==> config.mk <==
export PLATFORM = sky130hd
export DESIGN_NAME = mpq_ctrl
export DESIGN_NICKNAME = d
export VERILOG_FILES = /design/src/mpq_pkg.sv /design/src/mpq_ctrl.sv
export SDC_FILE = /design/constraint.sdc
export NUM_CORES = 1
export LEC_CHECK = 0
export ABC_AREA = 1
export BUFFER_PORTS_ARGS = -buffer_cell sky130_fd_sc_hd__clkbuf_2
export CAP_MARGIN = 25
export CORE_MARGIN = 3
export CORE_UTILIZATION = 60
export CTS_BUF_LIST = sky130_fd_sc_hd__clkbuf_4 sky130_fd_sc_hd__clkbuf_8
export DETAILED_ROUTE_END_ITERATION = 8
export PLACE_DENSITY = 0.86
export SYNTH_ARGS = -nofsm -noshare
export SYNTH_HDL_FRONTEND = slang
export SYNTH_SLANG_ARGS = --single-unit
==> constraint.sdc <==
create_clock -name clk -period 11.85 [get_ports clk]
set_input_delay 0.5925 -clock clk [delete_from_list [all_inputs] [get_ports clk]]
set_output_delay 0.5925 -clock clk [all_outputs]
set_load 0.05 [all_outputs]
==> src/mpq_pkg.sv <==
`default_nettype none

package mpq_pkg;

    localparam int CAPACITY = 256;
    localparam int IDX_W    = $clog2(CAPACITY);
    localparam int CNT_W    = $clog2(CAPACITY + 1);
    localparam int KEY_W    = 16;
    localparam int DOC_W    = 16;
    localparam int STAMP_W  = 32;

    localparam logic CMD_INSERT  = 1'b0;
    localparam logic CMD_EXTRACT = 1'b1;

    localparam logic [1:0] ST_DONE  = 2'd0;
    localparam logic [1:0] ST_EMPTY = 2'd1;
    localparam logic [1:0] ST_FULL  = 2'd2;

    typedef struct packed {
        logic [STAMP_W-1:0] stamp;
        logic [DOC_W-1:0]   doc;
        logic [KEY_W-1:0]   key;
    } entry_t;

    typedef struct packed {
        logic             we;
        logic [IDX_W-1:0] addr;
        entry_t           data;
    } mem_wr_t;

    typedef struct packed {
        logic [1:0]       status;
        logic [KEY_W-1:0] key;
        logic [DOC_W-1:0] doc;
        logic             relevant;
    } res_t;

    // true when entry a leaves before entry b
    function automatic logic ahead(input entry_t a, input entry_t b);
        logic r;
        if (a.key != b.key)
        begin
            r = (a.key > b.key);
        end
        else
        begin
            r = (a.stamp < b.stamp);
        end
        return r;
    endfunction

endpackage

`default_nettype wire

==> src/mpq_ctrl.sv <==
`default_nettype none

module mpq_ctrl (
    input  wire logic                       clk,
    input  wire logic                       rst_n,
    input  wire logic                       in_valid,
    output logic                            in_ready,
    input  wire logic                       cmd,
    input  wire logic [mpq_pkg::KEY_W-1:0]  key,
    input  wire logic [mpq_pkg::DOC_W-1:0]  doc_id,
    output mpq_pkg::mem_wr_t                mem_wr,
    output logic [mpq_pkg::IDX_W-1:0]       mem_raddr,
    input  wire mpq_pkg::entry_t            mem_rdata,
    output logic                            res_valid,
    input  wire logic                       res_ready,
    output mpq_pkg::res_t                   res
);

    localparam logic [1:0] S_IDLE  = 2'd0;
    localparam logic [1:0] S_SCAN  = 2'd1;
    localparam logic [1:0] S_WRITE = 2'd2;
    localparam logic [1:0] S_DONE  = 2'd3;

    logic [1:0]                    state_reg, state_next;
    logic [mpq_pkg::CNT_W-1:0]     occ_reg, occ_next;
    logic [mpq_pkg::STAMP_W-1:0]   arr_reg, arr_next;
    logic [mpq_pkg::IDX_W-1:0]     idx_reg, idx_next;
    logic [mpq_pkg::IDX_W-1:0]     best_idx_reg, best_idx_next;
    mpq_pkg::entry_t               best_reg, best_next;
    mpq_pkg::entry_t               last_reg, last_next;
    mpq_pkg::res_t                 res_reg, res_next;

    logic                          in_fire;
    logic                          full;
    logic                          scan_last;
    logic                          take;
    logic [mpq_pkg::CNT_W-1:0]     occ_last;

    assign in_ready  = (state_reg == S_IDLE);
    assign in_fire   = in_valid && in_ready;
    assign full      = (occ_reg == mpq_pkg::CNT_W'(mpq_pkg::CAPACITY));
    assign occ_last  = occ_reg - mpq_pkg::CNT_W'(1);
    assign scan_last = (mpq_pkg::CNT_W'(idx_reg) == occ_last);
    // first beat of the scan seeds the running best
    assign take      = (idx_reg == '0) || mpq_pkg::ahead(mem_rdata, best_reg);
    assign mem_raddr = (state_reg == S_SCAN) ? idx_reg + mpq_pkg::IDX_W'(1) : '0;
    assign res_valid = (state_reg == S_DONE);
    assign res       = res_reg;

    always_comb
    begin
        state_next    = state_reg;
        occ_next      = occ_reg;
        arr_next      = arr_reg;
        idx_next      = idx_reg;
        best_idx_next = best_idx_reg;
        best_next     = best_reg;
        last_next     = last_reg;
        res_next      = res_reg;
        mem_wr.we     = 1'b0;
        mem_wr.addr   = occ_reg[mpq_pkg::IDX_W-1:0];
        mem_wr.data   = '{stamp: arr_reg, doc: doc_id, key: key};

        unique case (state_reg)
            S_IDLE:
            begin
                if (in_fire)
                begin
                    res_next = '0;
                    if (cmd == mpq_pkg::CMD_INSERT)
                    begin
                        state_next = S_DONE;
                        if (full)
                        begin
                            res_next.status = mpq_pkg::ST_FULL;
                        end
                        else
                        begin
                            res_next.status = mpq_pkg::ST_DONE;
                            mem_wr.we       = 1'b1;
                            occ_next        = occ_reg + mpq_pkg::CNT_W'(1);
                            arr_next        = arr_reg + mpq_pkg::STAMP_W'(1);
                        end
                    end
                    else if (occ_reg == '0)
                    begin
                        res_next.status = mpq_pkg::ST_EMPTY;
                        state_next      = S_DONE;
                    end
                    else
                    begin
                        idx_next   = '0;
                        state_next = S_SCAN;
                    end
                end
            end
            S_SCAN:
            begin
                if (take)
                begin
                    best_next     = mem_rdata;
                    best_idx_next = idx_reg;
                end
                if (scan_last)
                begin
                    last_next  = mem_rdata;
                    state_next = S_WRITE;
                end
                else
                begin
                    idx_next = idx_reg + mpq_pkg::IDX_W'(1);
                end
            end
            S_WRITE:
            begin
                // last occupied entry fills the hole
                mem_wr.we         = 1'b1;
                mem_wr.addr       = best_idx_reg;
                mem_wr.data       = last_reg;
                occ_next          = occ_last;
                res_next.status   = mpq_pkg::ST_DONE;
                res_next.key      = best_reg.key;
                res_next.doc      = best_reg.doc;
                res_next.relevant = (best_reg.key != '0);
                state_next        = S_DONE;
            end
            S_DONE:
            begin
                if (res_ready)
                begin
                    state_next = S_IDLE;
                end
            end
            default:
            begin
                state_next = S_IDLE;
            end
        endcase
    end

    always_ff @(posedge clk or negedge rst_n)
    begin
        if (!rst_n)
        begin
            state_reg <= S_IDLE;
            occ_reg   <= '0;
            arr_reg   <= '0;
        end
        else
        begin
            state_reg <= state_next;
            occ_reg   <= occ_next;
            arr_reg   <= arr_next;
        end
    end

    always_ff @(posedge clk)
    begin
        idx_reg      <= idx_next;
        best_idx_reg <= best_idx_next;
        best_reg     <= best_next;
        last_reg     <= last_next;
        res_reg      <= res_next;
    end

    a_occ_bound: assert property (@(posedge clk) disable iff (!rst_n)
        occ_reg <= mpq_pkg::CNT_W'(mpq_pkg::CAPACITY))
        else $error("occupancy above capacity");

    a_scan_range: assert property (@(posedge clk) disable iff (!rst_n)
        state_reg == S_SCAN |-> mpq_pkg::CNT_W'(idx_reg) < occ_reg)
        else $error("scan index past occupancy");

    a_full_status: assert property (@(posedge clk) disable iff (!rst_n)
        res_valid && res_reg.status == mpq_pkg::ST_FULL |-> full)
        else $error("full status while not full");

    a_extract_scan: assert property (@(posedge clk) disable iff (!rst_n)
        in_fire && cmd == mpq_pkg::CMD_EXTRACT && occ_reg != '0 |=> state_reg == S_SCAN)
        else $error("extract on non-empty queue did not start scan");

    a_extract_shrinks: assert property (@(posedge clk) disable iff (!rst_n)
        state_reg == S_WRITE |=> occ_reg == $past(occ_reg) - mpq_pkg::CNT_W'(1))
        else $error("extract did not shrink occupancy");

endmodule

`default_nettype wire

Yosys cells after proc, flatten, opt, wreduce, memory -nomap -nowiden
Index checks and enable logic that the tools add are counted.
{"block": "totals", "out_inout_bits": 118, "ff_bits": 222, "inputBits": 101}
{"block": "op_classes", "reduce_logical": 15, "n_addsub": 4, "order_cmp": 2, "bitwise": 2, "eq_ne": 14, "n_mux": 27}
{"op": "72-bit two-way mux", "count": 1}
{"op": "35-bit one-hot mux with 2 select lines", "count": 1}
{"op": "8-bit two-way mux", "count": 5}
{"op": "35-bit two-way mux", "count": 1}
{"op": "32-bit by 1-bit adder with 32-bit output (second input constant)", "count": 1}
{"op": "32-bit < comparator", "count": 1}
{"op": "9-bit two-way mux", "count": 3}
{"op": "9-bit one-hot mux with 2 select lines", "count": 1}
{"op": "16-bit greater-than comparator", "count": 1}
{"op": "16-bit inequality test", "count": 1}
{"op": "8-bit one-hot mux with 2 select lines", "count": 1}
{"op": "16-bit nonzero test", "count": 1}
{"op": "2-bit two-way mux", "count": 7}
{"op": "2-bit inequality test (second input constant)", "count": 5}
{"op": "9-bit by 1-bit adder with 9-bit output (second input constant)", "count": 1}
{"op": "8-bit by 9-bit equality test with 1-bit output", "count": 1}
{"op": "9-bit equality test (second input constant)", "count": 1}
{"op": "9-bit logical NOT", "count": 1}
{"op": "9-bit by 1-bit subtractor with 9-bit output (second input constant)", "count": 1}
{"op": "8-bit by 1-bit adder with 8-bit output (second input constant)", "count": 1}
{"op": "8-bit logical NOT", "count": 1}
{"op": "2-bit one-hot mux with 4 select lines", "count": 1}
{"op": "4-bit AND reduction", "count": 2}
{"op": "2-bit by 1-bit inequality test with 1-bit output (second input constant)", "count": 3}
{"op": "other kinds (12)", "count": 21}

Logic depth before layout (Yosys ltp)
Gate-level depths: netlist (run 1).
{"block": "depth", "ltp_word": 5, "ltp_mapped": 15}

Worst setup path after synthesis (run 1)
No wires, ideal clock.
{"block": "synth_path", "path_type": "reg2reg", "startpoint": "reg occ_reg[0] in the netlist's numbering", "endpoint": "reg last_reg[0] in the netlist's numbering (enable)", "path_buffers": 0, "synth_period_minus_slack_ns": 4.602, "stages_incl_launch_ff": 10, "arrival_ns": 4.116, "path_slack_ns": 7.248, "path_cell_list": "dfrtp_1 > inv_1 > ha_1 > xor2_1 > nor2_1 > nor2_1 > nand3_1 > nor2_1 > nand3_1 > nor2_1"}
{"block": "synth_via", "elab_chain_cells": 3}
{"item": "start, declared", "line": "mpq_ctrl.sv:25", "rtl": "logic [mpq_pkg::CNT_W-1:0] occ_reg, occ_next;"}
{"item": "start signal, assigned", "line": "mpq_ctrl.sv:152", "rtl": "occ_reg <= occ_next;"}
{"item": "9-bit by 1-bit subtractor with 9-bit output", "line": "mpq_ctrl.sv:42", "rtl": "assign occ_last = occ_reg - mpq_pkg::CNT_W'(1);"}
{"item": "8-bit by 9-bit equality test with 1-bit output", "line": "mpq_ctrl.sv:43", "rtl": "assign scan_last = (mpq_pkg::CNT_W'(idx_reg) == occ_last);"}
{"item": "2-bit AND reduction (no source line)"}
{"item": "end signal, assigned", "line": "mpq_ctrl.sv:162", "rtl": "last_reg <= last_next;"}
{"item": "end, declared", "line": "mpq_ctrl.sv:30", "rtl": "mpq_pkg::entry_t last_reg, last_next;"}
Every way passes these cells.
A chain may end at the register's enable or synchronous reset.

==> results of run 1 <==
==> timing repair <==
action	in CTS	in global routing
hold buffers	1	0
gates resized for setup	0	0
hold endpoints to repair	8	0
==> metrics by stage <==
step | area (um^2) | total power, mW | cells
3_3_place_gp | 12090 | 2.636 | 1477
6_report | 12880 | 3.342 | 1546
5_1_grt | 12880 | 3.524 | 1546
4_1_cts | 12850 | 3.353 | 1545
2_1_floorplan | 10760 | 2.298 | 1056
3_5_place_dp | 12130 | 2.695 | 1479
==> metal layers <==
| layer | up-vias | global-route usage | share of wire |
|---|---|---|---|
| met5 | - | 0 | 0 |
| met4 | 0 | 0.1096 | 0.038 |
| met3 | 76 | 0.05394 | 0.076 |
| met2 | 323 | 0.4280 | 0.49 |
| met1 | 3740 | 0.3327 | 0.40 |
| li1 | 3974 | - | - |
==> final timing paths <==
check | from | endpoint | cells past startpoint | slack (ns)
setup / recovery | state_reg[0] | mem_wr[66] | 6 | 8.29
hold / removal | mem_rdata[55] | last_reg[55] | 1 | 0.27
setup reg to reg | best_reg[11] | best_reg[15] | 11 | 8.53
hold reg to reg | best_reg[16] | res[1] | 2 | 0.50
max in group asynchronous | rst_n | arr_reg[3] | 3 | 10.79
min in group asynchronous | rst_n | arr_reg[6] | 2 | 0.53
==> cell usage after synthesis, drive strengths merged <==
master	count
or2	1
buf	7
nand3	29
inv	152
o31ai	1
nand2	312
o22ai	1
o211ai	4
xnor2	3
a41oi	1
nor3b	2
nor3	21
clkbuf	18
and3	3
a21oi	32
a21o	1
a31oi	1
xor2	42
ha	57
edfxtp	179
o21ai	56
nor2	65
dfrtp	43
a22oi	1
nand4	15
nor4	9
==> cells by family (layout without fill, tap and decap cells) <==
family                     Yosys count  after routing  share of synthesized area
xor gates and xnor gates            45             45                    0.03662
buffers and inverters              177            442                    0.06277
and+or+nand+nor                    457            457                     0.1873
AOI/OAI and AO/OA                   98             98                    0.04777
DFF                                222            222                     0.5993
adders and majority gates           57             57                    0.06626
==> worst max-delay path, cell delays in order (launching register included) <==
cell      delay [ns]
dfrtp_1         0.41
inv_1           0.14
ha_4            0.55
buf_4           0.74
nand2_1         0.14
o21ai_0         0.14
clkbuf_2        0.31
==> area by class of cell <==
| type | count | area share |
|---|---|---|
| clock buffer | 55 | 0.05101 |
| timing repair buffer | 225 | 0.09307 |
| tap | 225 | 0.02186 |
| clock inverter | 10 | 0.003983 |
| sequential | 222 | 0.5009 |
| multi-input combinational | 657 | 0.2849 |
| inverter | 152 | 0.04430 |
==> report_power, final <==
group / switching (mW) / internal (mW) / total (mW)
sequential: 0.0913 / 1.04 / 1.13
combinational: 1.22 / 0.336 / 1.56
clock: 0.297 / 0.356 / 0.653
total: 1.61 / 1.73 / 3.34
==> impl_metrics.csv, run 1 <==
group,metric,value,unit
outcome,outcome,"complete, no violations",
synth,yosysWarningCount,0,
pwr,pwr_density_cell,259.5,mW/mm^2
synth,synth-seq-area-share,0.5993,
clock_network,path_clk_slew,0.06,ns
global_routing,antenna_found_initial,0,
placed_design,dp_slack,8.223,ns
cells_and_area,multi_input_area,0.003669,mm^2
floorplan,num_rows,48,
synth,syn-cell-area,0.01076,mm^2
setup_path,critPathMaxFanout,82,
floorplan,fp.dieArea,0.01958,mm^2
placed_design,io_buffers,218,
synth,synth_cells,1056,
synth,syn_nets,1214,
cells_and_area,fill_cells,1237,
clock_network,clock_latency,0.53,ns
synth,synth.largest_area_cell,"edfxtp_1",
setup_path,critPathLaunchType,"flop",
floorplan,initial_core_util,0.6180,
global_routing,grt_pass1_wl,40530,um
synth,synth_top_area_frac,0.4994,
global_routing,grt_util_all_layers,0.2579,
placed_design,dp_hpwl,18180,um
cells_and_area,areaGrowthSynthToFinish,19.64,%
synth,synth_seq_cells,222,
timing,drv_slew,0,
global_routing,grt_max_degree,83,
setup_path,crit_path_end_kind,"output port",
timing,fmax,0.2806,GHz
floorplan,pin_count,219,
timing,relSlewSlack,0.3932,
cells_and_area,regArea,0.006451,mm^2
cells_and_area,layout_commonest_cell,"nand2_1",
timing,hold_violations,0,
cells_and_area,final_layout_size_suffix_gt1_frac,0.2438,
placed_design,place.gp.congestion,0.9399,
global_routing,overflow,0,
timing,hold-worst-slack,0.2695,ns
min_path,min_path_type,"in -> reg",
timing,layout_min_cycle_time,3.564,ns
cells_and_area,layout_common_cells,"nand2_1 (303), clkbuf_2 (218), edfxtp_1 (179)",
timing,fin_skew,0.02595,ns
cells_and_area,fin_nets,1454,
synth,synth_area_leaders,"edfxtp_1 (50%), nand2_1 (11%), dfrtp_1 (10%)",
routing,ant_nets,0,
floorplan,die_x,139.9,um
clock_network,cts_tree,"yes",
clock_network,cts.path.max_buffers,3,
floorplan,dieHeight,139.9,um
timing,worst_slack,8.286,ns
setup_path,critPathRequiredTime,11.26,ns
timing,rsz0062_at_grt,"no",
timing,post-route-period-util,0.3008,
floorplan,design.core.area,0.01742,mm^2
pwr,leakagePower,6.187,nW
timing,setup_violations,0,
routing,viasPerCell,5.248,
timing,tightest_slew,0.9102,ns
routing,wirelength,25090,um
routing,post_drt_wl_per_cell,16.23,um
clock_network,cts.sinks,222,
clock_network,cts_buffers,38,
routing,vias,8113,
synth,synth.distinct_cells,36,
setup_path,critPathArrivalTime,2.97,ns
cells_and_area,final_util,0.7394,
clock_network,root_buffer,"clkbuf_8",
timing,setup-tns-final,0,ns
pwr,ir_drop,0.2595,mV
global_routing,grt_pass1_vias,8190,
clock_network,cts_max_level,2,
flow_run,drv_cap,0,
routing,drtIter0Drc,533,
routing,drcViolationCount,0,
cells_and_area,diodes,0,
routing,dr.pass1.iters,5,
synth,syn_area_per_cell,10.19,um^2
clock_network,cts_setup_buffers,0,
setup_path,critical_path_class,"reg -> out",
Power figures use the tool's default switching activity.
==> run 2, diff against run 1 <==
- CORE_UTILIZATION: 60 -> 57
- PLACE_DENSITY: 0.86 -> 0.82
- clock period: 11.85 -> 3.35 ns (I/O delays scaled with it)
==> impl_metrics.csv, run 2 (synthesis gave the netlist of run 1 again) <==
group,metric,value,unit
outcome,outcome,"complete, no violations",
global_routing,overflow,0,
global_routing,grt_max_degree,65,
setup_path,cp_cell_sequence,"inv_1, ha_4, buf_4, nand2_1, o21ai_0, clkbuf_2",
setup_path,worst-r2r-setup-slack,0.73,ns
cells_and_area,fill_cells,1216,
clock_network,cts_tree,"yes",
timing,layout_min_cycle_time,2.731,ns
clock_network,cts_buffers,36,
placed_design,dp_hpwl,18070,um
timing,post-route-period-util,0.8153,
global_routing,grt_util_all_layers,0.2562,
floorplan,fp.dieArea,0.02057,mm^2
routing,wirelength,26490,um
setup_path,cpPeakStageDelay,0.44,ns
timing,worst_slack,0.6188,ns
placed_design,io_buffers,218,
timing,rsz0062_at_grt,"no",
cells_and_area,areaGrowthSynthToFinish,26.25,%
clock_network,cts_max_level,2,
placed_design,place.gp.congestion,0.9004,
cells_and_area,layout_common_cells,"nand2_1 (303), clkbuf_2 (218), edfxtp_1 (179)",
setup_path,cp_top_family,"buffers and inverters",
clock_network,clock_latency,0.51,ns
timing,tightest_slew,0.9492,ns
setup_path,critPathMaxFanout,38,
cells_and_area,layout_commonest_cell,"nand2_1",
placed_design,numPlacedInstances,1490,
setup_path,critPathBufInv,3,
timing,setup-tns-final,0,ns
routing,dr.pass1.iters,5,
global_routing,antenna_found_initial,0,
routing,vias,8415,
pwr,ir_drop,0.6264,mV
setup_path,critPathArrivalTime,2.56,ns
floorplan,dieHeight,143.4,um
global_routing,grt_pass1_vias,8656,
min_path,min_path_type,"in -> reg",
timing,drv_slew,0,
routing,post_drt_wl_per_cell,16.35,um
floorplan,die_x,143.4,um
cells_and_area,fin_nets,1523,
timing,relSlewSlack,0.3648,
routing,ant_nets,0,
clock_network,root_buffer,"clkbuf_8",
placed_design,dp_slack,0.7518,ns
cells_and_area,final_cells,1620,
routing,viasPerCell,5.194,
cells_and_area,final_layout_size_suffix_gt1_frac,0.2374,
flow_run,drv_cap,0,
floorplan,pin_count,219,
timing,fin_skew,0.01162,ns
timing,setup_violations,0,
pwr,pwr_density_cell,881.7,mW/mm^2
clock_network,path_clk_slew,0.06,ns
clock_network,cts.sinks,222,
setup_path,reg2reg_from,"best_reg[9]",
setup_path,critical_path_class,"reg -> out",
global_routing,grt_pass1_wl,41680,um
pwr,total_power,11.98,mW
clock_network,cts_resized,0,
timing,fmax,0.3661,GHz
setup_path,crit_start,"state_reg[0]",
floorplan,design.core.area,0.01827,mm^2
clock_network,cts.path.max_buffers,3,
timing,hold_violations,0,
routing,drtIter0Drc,483,
setup_path,slowest_stage,"ha_4",
min_path,min_from,"res_ready",
floorplan,initial_core_util,0.5892,
floorplan,num_rows,49,
setup_path,crit_path_end_kind,"output port",
pwr,leakagePower,6.491,nW
routing,drcViolationCount,0,
setup_path,critPathLaunchType,"flop",
setup_path,critPathRequiredTime,3.18,ns
[run 2: worst reg2reg max path, stage by stage (launching register included)]
cell and delay, ns:
edfxtp_1 0.40, inv_1 0.07, ha_1 0.30, nand2_1 0.07, nor2_1 0.08, nand4_1 0.12
nor4_1 0.28, nand3_1 0.12, nand3_1 0.08, nand2_1 0.08, inv_2 0.25, buf_4 0.41
[run 2: per-layer routing]
metal / up-vias / share of wire / GRT usage
li1: 4110 / - / -
met1: 3930 / 0.41 / 0.3206
met2: 294 / 0.49 / 0.4283
met3: 81 / 0.062 / 0.05324
met4: 0 / 0.040 / 0.1224
met5: - / 0 / 0
[run 2: what timing repair did]
action | 4_1_cts | 5_1_grt
hold buffers | 66 | 0
buffers inserted | 0 | 0
hold endpoints to repair | 172 | 0
[run 2: where the power goes]
group	total, mW	internal, mW	switching (mW)
combinational	5.59	1.22	4.36
clock	2.40	1.36	1.04
sequential	3.99	3.69	0.308
[run 2: layout make-up]
type / count / area (um^2) / area share
diodes: 1 / 2.502 / 0.0001841
repair buffers: 296 / 1867 / 0.1374
flip-flops and latches: 222 / 6451 / 0.4747
clock buffers: 60 / 725.7 / 0.05340
inverters: 152 / 570.5 / 0.04199
well taps: 229 / 286.5 / 0.02108
multi-input cells: 657 / 3669 / 0.2700
clock inverters: 3 / 17.52 / 0.001289
[run 2: path summary, 6_finish.rpt]
path,endpoint,cells after the start
worst max-delay path,mem_wr[42],6
worst min-delay path,state_reg[1],5
worst max register to register,best_reg[49],11
worst min register to register,arr_reg[29],1
max in group asynchronous,arr_reg[10],3
min in group asynchronous,occ_reg[8],2
[run 2: stage by stage]
step	util	hold slack, ns	instance area (um^2)
final	0.7438	0.08412	13590
after detailed placement	0.6668	0.06030	12180
after CTS	0.7437	0.06575	13590
after global routing	0.7437	0.1050	13590
after floorplan	-	-0.1281	10770
after global placement	0.6668	0.05695	12180
==> run 3, diff against run 2 <==
- clock period: 3.35 -> 2.7 ns (I/O delays scaled with it)
==> impl_metrics.csv, run 3 (synthesis gave the netlist of run 1 again) <==
group,metric,value,unit
setup_path,critPathMostFrequentCell,"nand2_1",
placed_design,dp_hpwl,18060,um
clock_network,root_buffer,"clkbuf_8",
clock_network,path_clk_slew,0.06,ns
placed_design,place.gp.congestion,0.9160,
setup_path,critPathMaxFanout,27,
cells_and_area,layout_common_cells,"nand2_1 (303), clkbuf_2 (217), edfxtp_1 (179)",
floorplan,fp.dieArea,0.02057,mm^2
timing,tightest_slew,0.4710,ns
pwr,total_power,14.98,mW
routing,wirelength,26470,um
routing,post_drt_wl_per_cell,16.29,um
timing,fmax,0.3972,GHz
timing,rsz0062_at_grt,"no",
setup_path,critPathArrivalTime,2.38,ns
pwr,pwr_density_cell,1091,mW/mm^2
clock_network,cts_max_level,2,
global_routing,antenna_found_initial,0,
placed_design,place_area,0.01228,mm^2
outcome,outcome,"complete, no violations",
global_routing,grt_max_degree,49,
floorplan,die_x,143.4,um
timing,layout_min_cycle_time,2.518,ns
flow_run,drv_cap,0,
pwr,ir_drop,0.6519,mV
timing,hold_violations,0,
cells_and_area,areaGrowthSynthToFinish,27.53,%
routing,drcViolationCount,0,
cells_and_area,final_cell_area,0.01373,mm^2
setup_path,critPathBufInv,4,
timing,setup_violations,0,
placed_design,io_buffers,218,
setup_path,critPathRequiredTime,2.57,ns
timing,setup-tns-final,0,ns
timing,fin_skew,0.02581,ns
routing,dr.pass1.iters,5,
global_routing,grt_pass1_vias,8462,
setup_path,critical_path_class,"reg -> out",
setup_path,cp_cell_sequence,"inv_1, ha_4, inv_2, buf_4, nand2_1, nand2_1, clkbuf_2",
setup_path,cp_top_family,"buffers and inverters",
placed_design,dp_slack,0.1137,ns
pwr,leakagePower,6.506,nW
clock_network,cts.path.max_buffers,3,
timing,post-route-period-util,0.9325,
cells_and_area,fin_nets,1526,
floorplan,design.core.area,0.01827,mm^2
floorplan,pin_count,219,
clock_network,clock_latency,0.51,ns
cells_and_area,final_layout_size_suffix_gt1_frac,0.2450,
clock_network,cts.sinks,222,
routing,ant_nets,0,
floorplan,dieHeight,143.4,um
setup_path,crit_path_end_kind,"output port",
timing,worst_slack,0.1822,ns
setup_path,cpPeakStageDelay,0.40,ns
cells_and_area,layout_commonest_cell,"nand2_1",
timing,drv_slew,0,
timing,relSlewSlack,0.6831,
global_routing,grt_util_all_layers,0.2547,
min_path,min_path_type,"in -> async",
clock_network,cts_buffers,38,
clock_network,cts_tree,"yes",
global_routing,grt_pass1_wl,41330,um
routing,viasPerCell,5.257,
routing,vias,8543,
routing,drtIter0Drc,547,
floorplan,num_rows,49,
timing,hold-worst-slack,0.04228,ns
global_routing,overflow,0,
cells_and_area,diodes,0,
setup_path,slowest_stage,"dfrtp_1",
floorplan,initial_core_util,0.5892,
setup_path,critPathLaunchType,"flop",
-- run 3: cell types whose count changed in the layout (fill, tap and decap cells not counted), sizes merged --
cell / before / now
diode: 1 / 0
clkinv: 2 / 6
inv: 153 / 151
clkinvlp: 0 / 2
buf: 12 / 14
-- run 3: power by group --
part | total (mW) | leakage, nW | internal, mW | switching, mW
registers | 4.97 | 2.19 | 4.57 | 0.403
clock network | 2.95 | 0.396 | 1.67 | 1.28
logic | 7.05 | 3.92 | 1.60 | 5.45
-- run 3: stage by stage --
stage,util,std cells
2_1_floorplan,-,1056
3_3_place_gp,0.6713,1489
3_5_place_dp,0.6724,1490
4_1_cts,0.7501,1625
5_1_grt,0.7513,1625
6_report,0.7513,1625
-- run 3: path summary, 6_finish.rpt --
| check | startpoint | to | slack (ns) | cells after the start |
|---|---|---|---|---|
| setup / recovery | state_reg[0] | mem_wr[48] | 0.18 | 7 |
| hold / removal | rst_n | occ_reg[3] | 0.04 | 2 |
| setup reg to reg | best_reg[15] | best_reg[30] | 0.23 | 11 |
| hold reg to reg | best_reg[26] | res[11] | 0.50 | 2 |
| max in group asynchronous | rst_n | arr_reg[5] | 2.17 | 3 |
| min in group clk | res_ready | state_reg[0] | 0.10 | 5 |
-- run 3: what timing repair did --
item,4_1_cts,5_1_grt
gates resized for setup,0,7
buffers inserted,1,0
endpoints found under the setup margin,10,79
hold buffers,66,0
pin swaps,0,0
endpoints found under the hold margin,172,0
-- run 3: final cells by class --
cell class / count / area [um^2]
Inverter: 152 / 574.3
Tap cell: 229 / 286.5
Sequential cell: 222 / 6451
Clock inverter: 7 / 30.03
Timing Repair Buffer: 297 / 1938
Clock buffer: 61 / 714.4
Multi-Input combinational cell: 657 / 3732
Fill cell: 1214 / 4543
-- run 3: metal layers --
layer,GRT usage,share of wire
met2,0.4465,0.51
met4,0.09167,0.034
met5,0,0
met3,0.04293,0.063
met1,0.3201,0.40
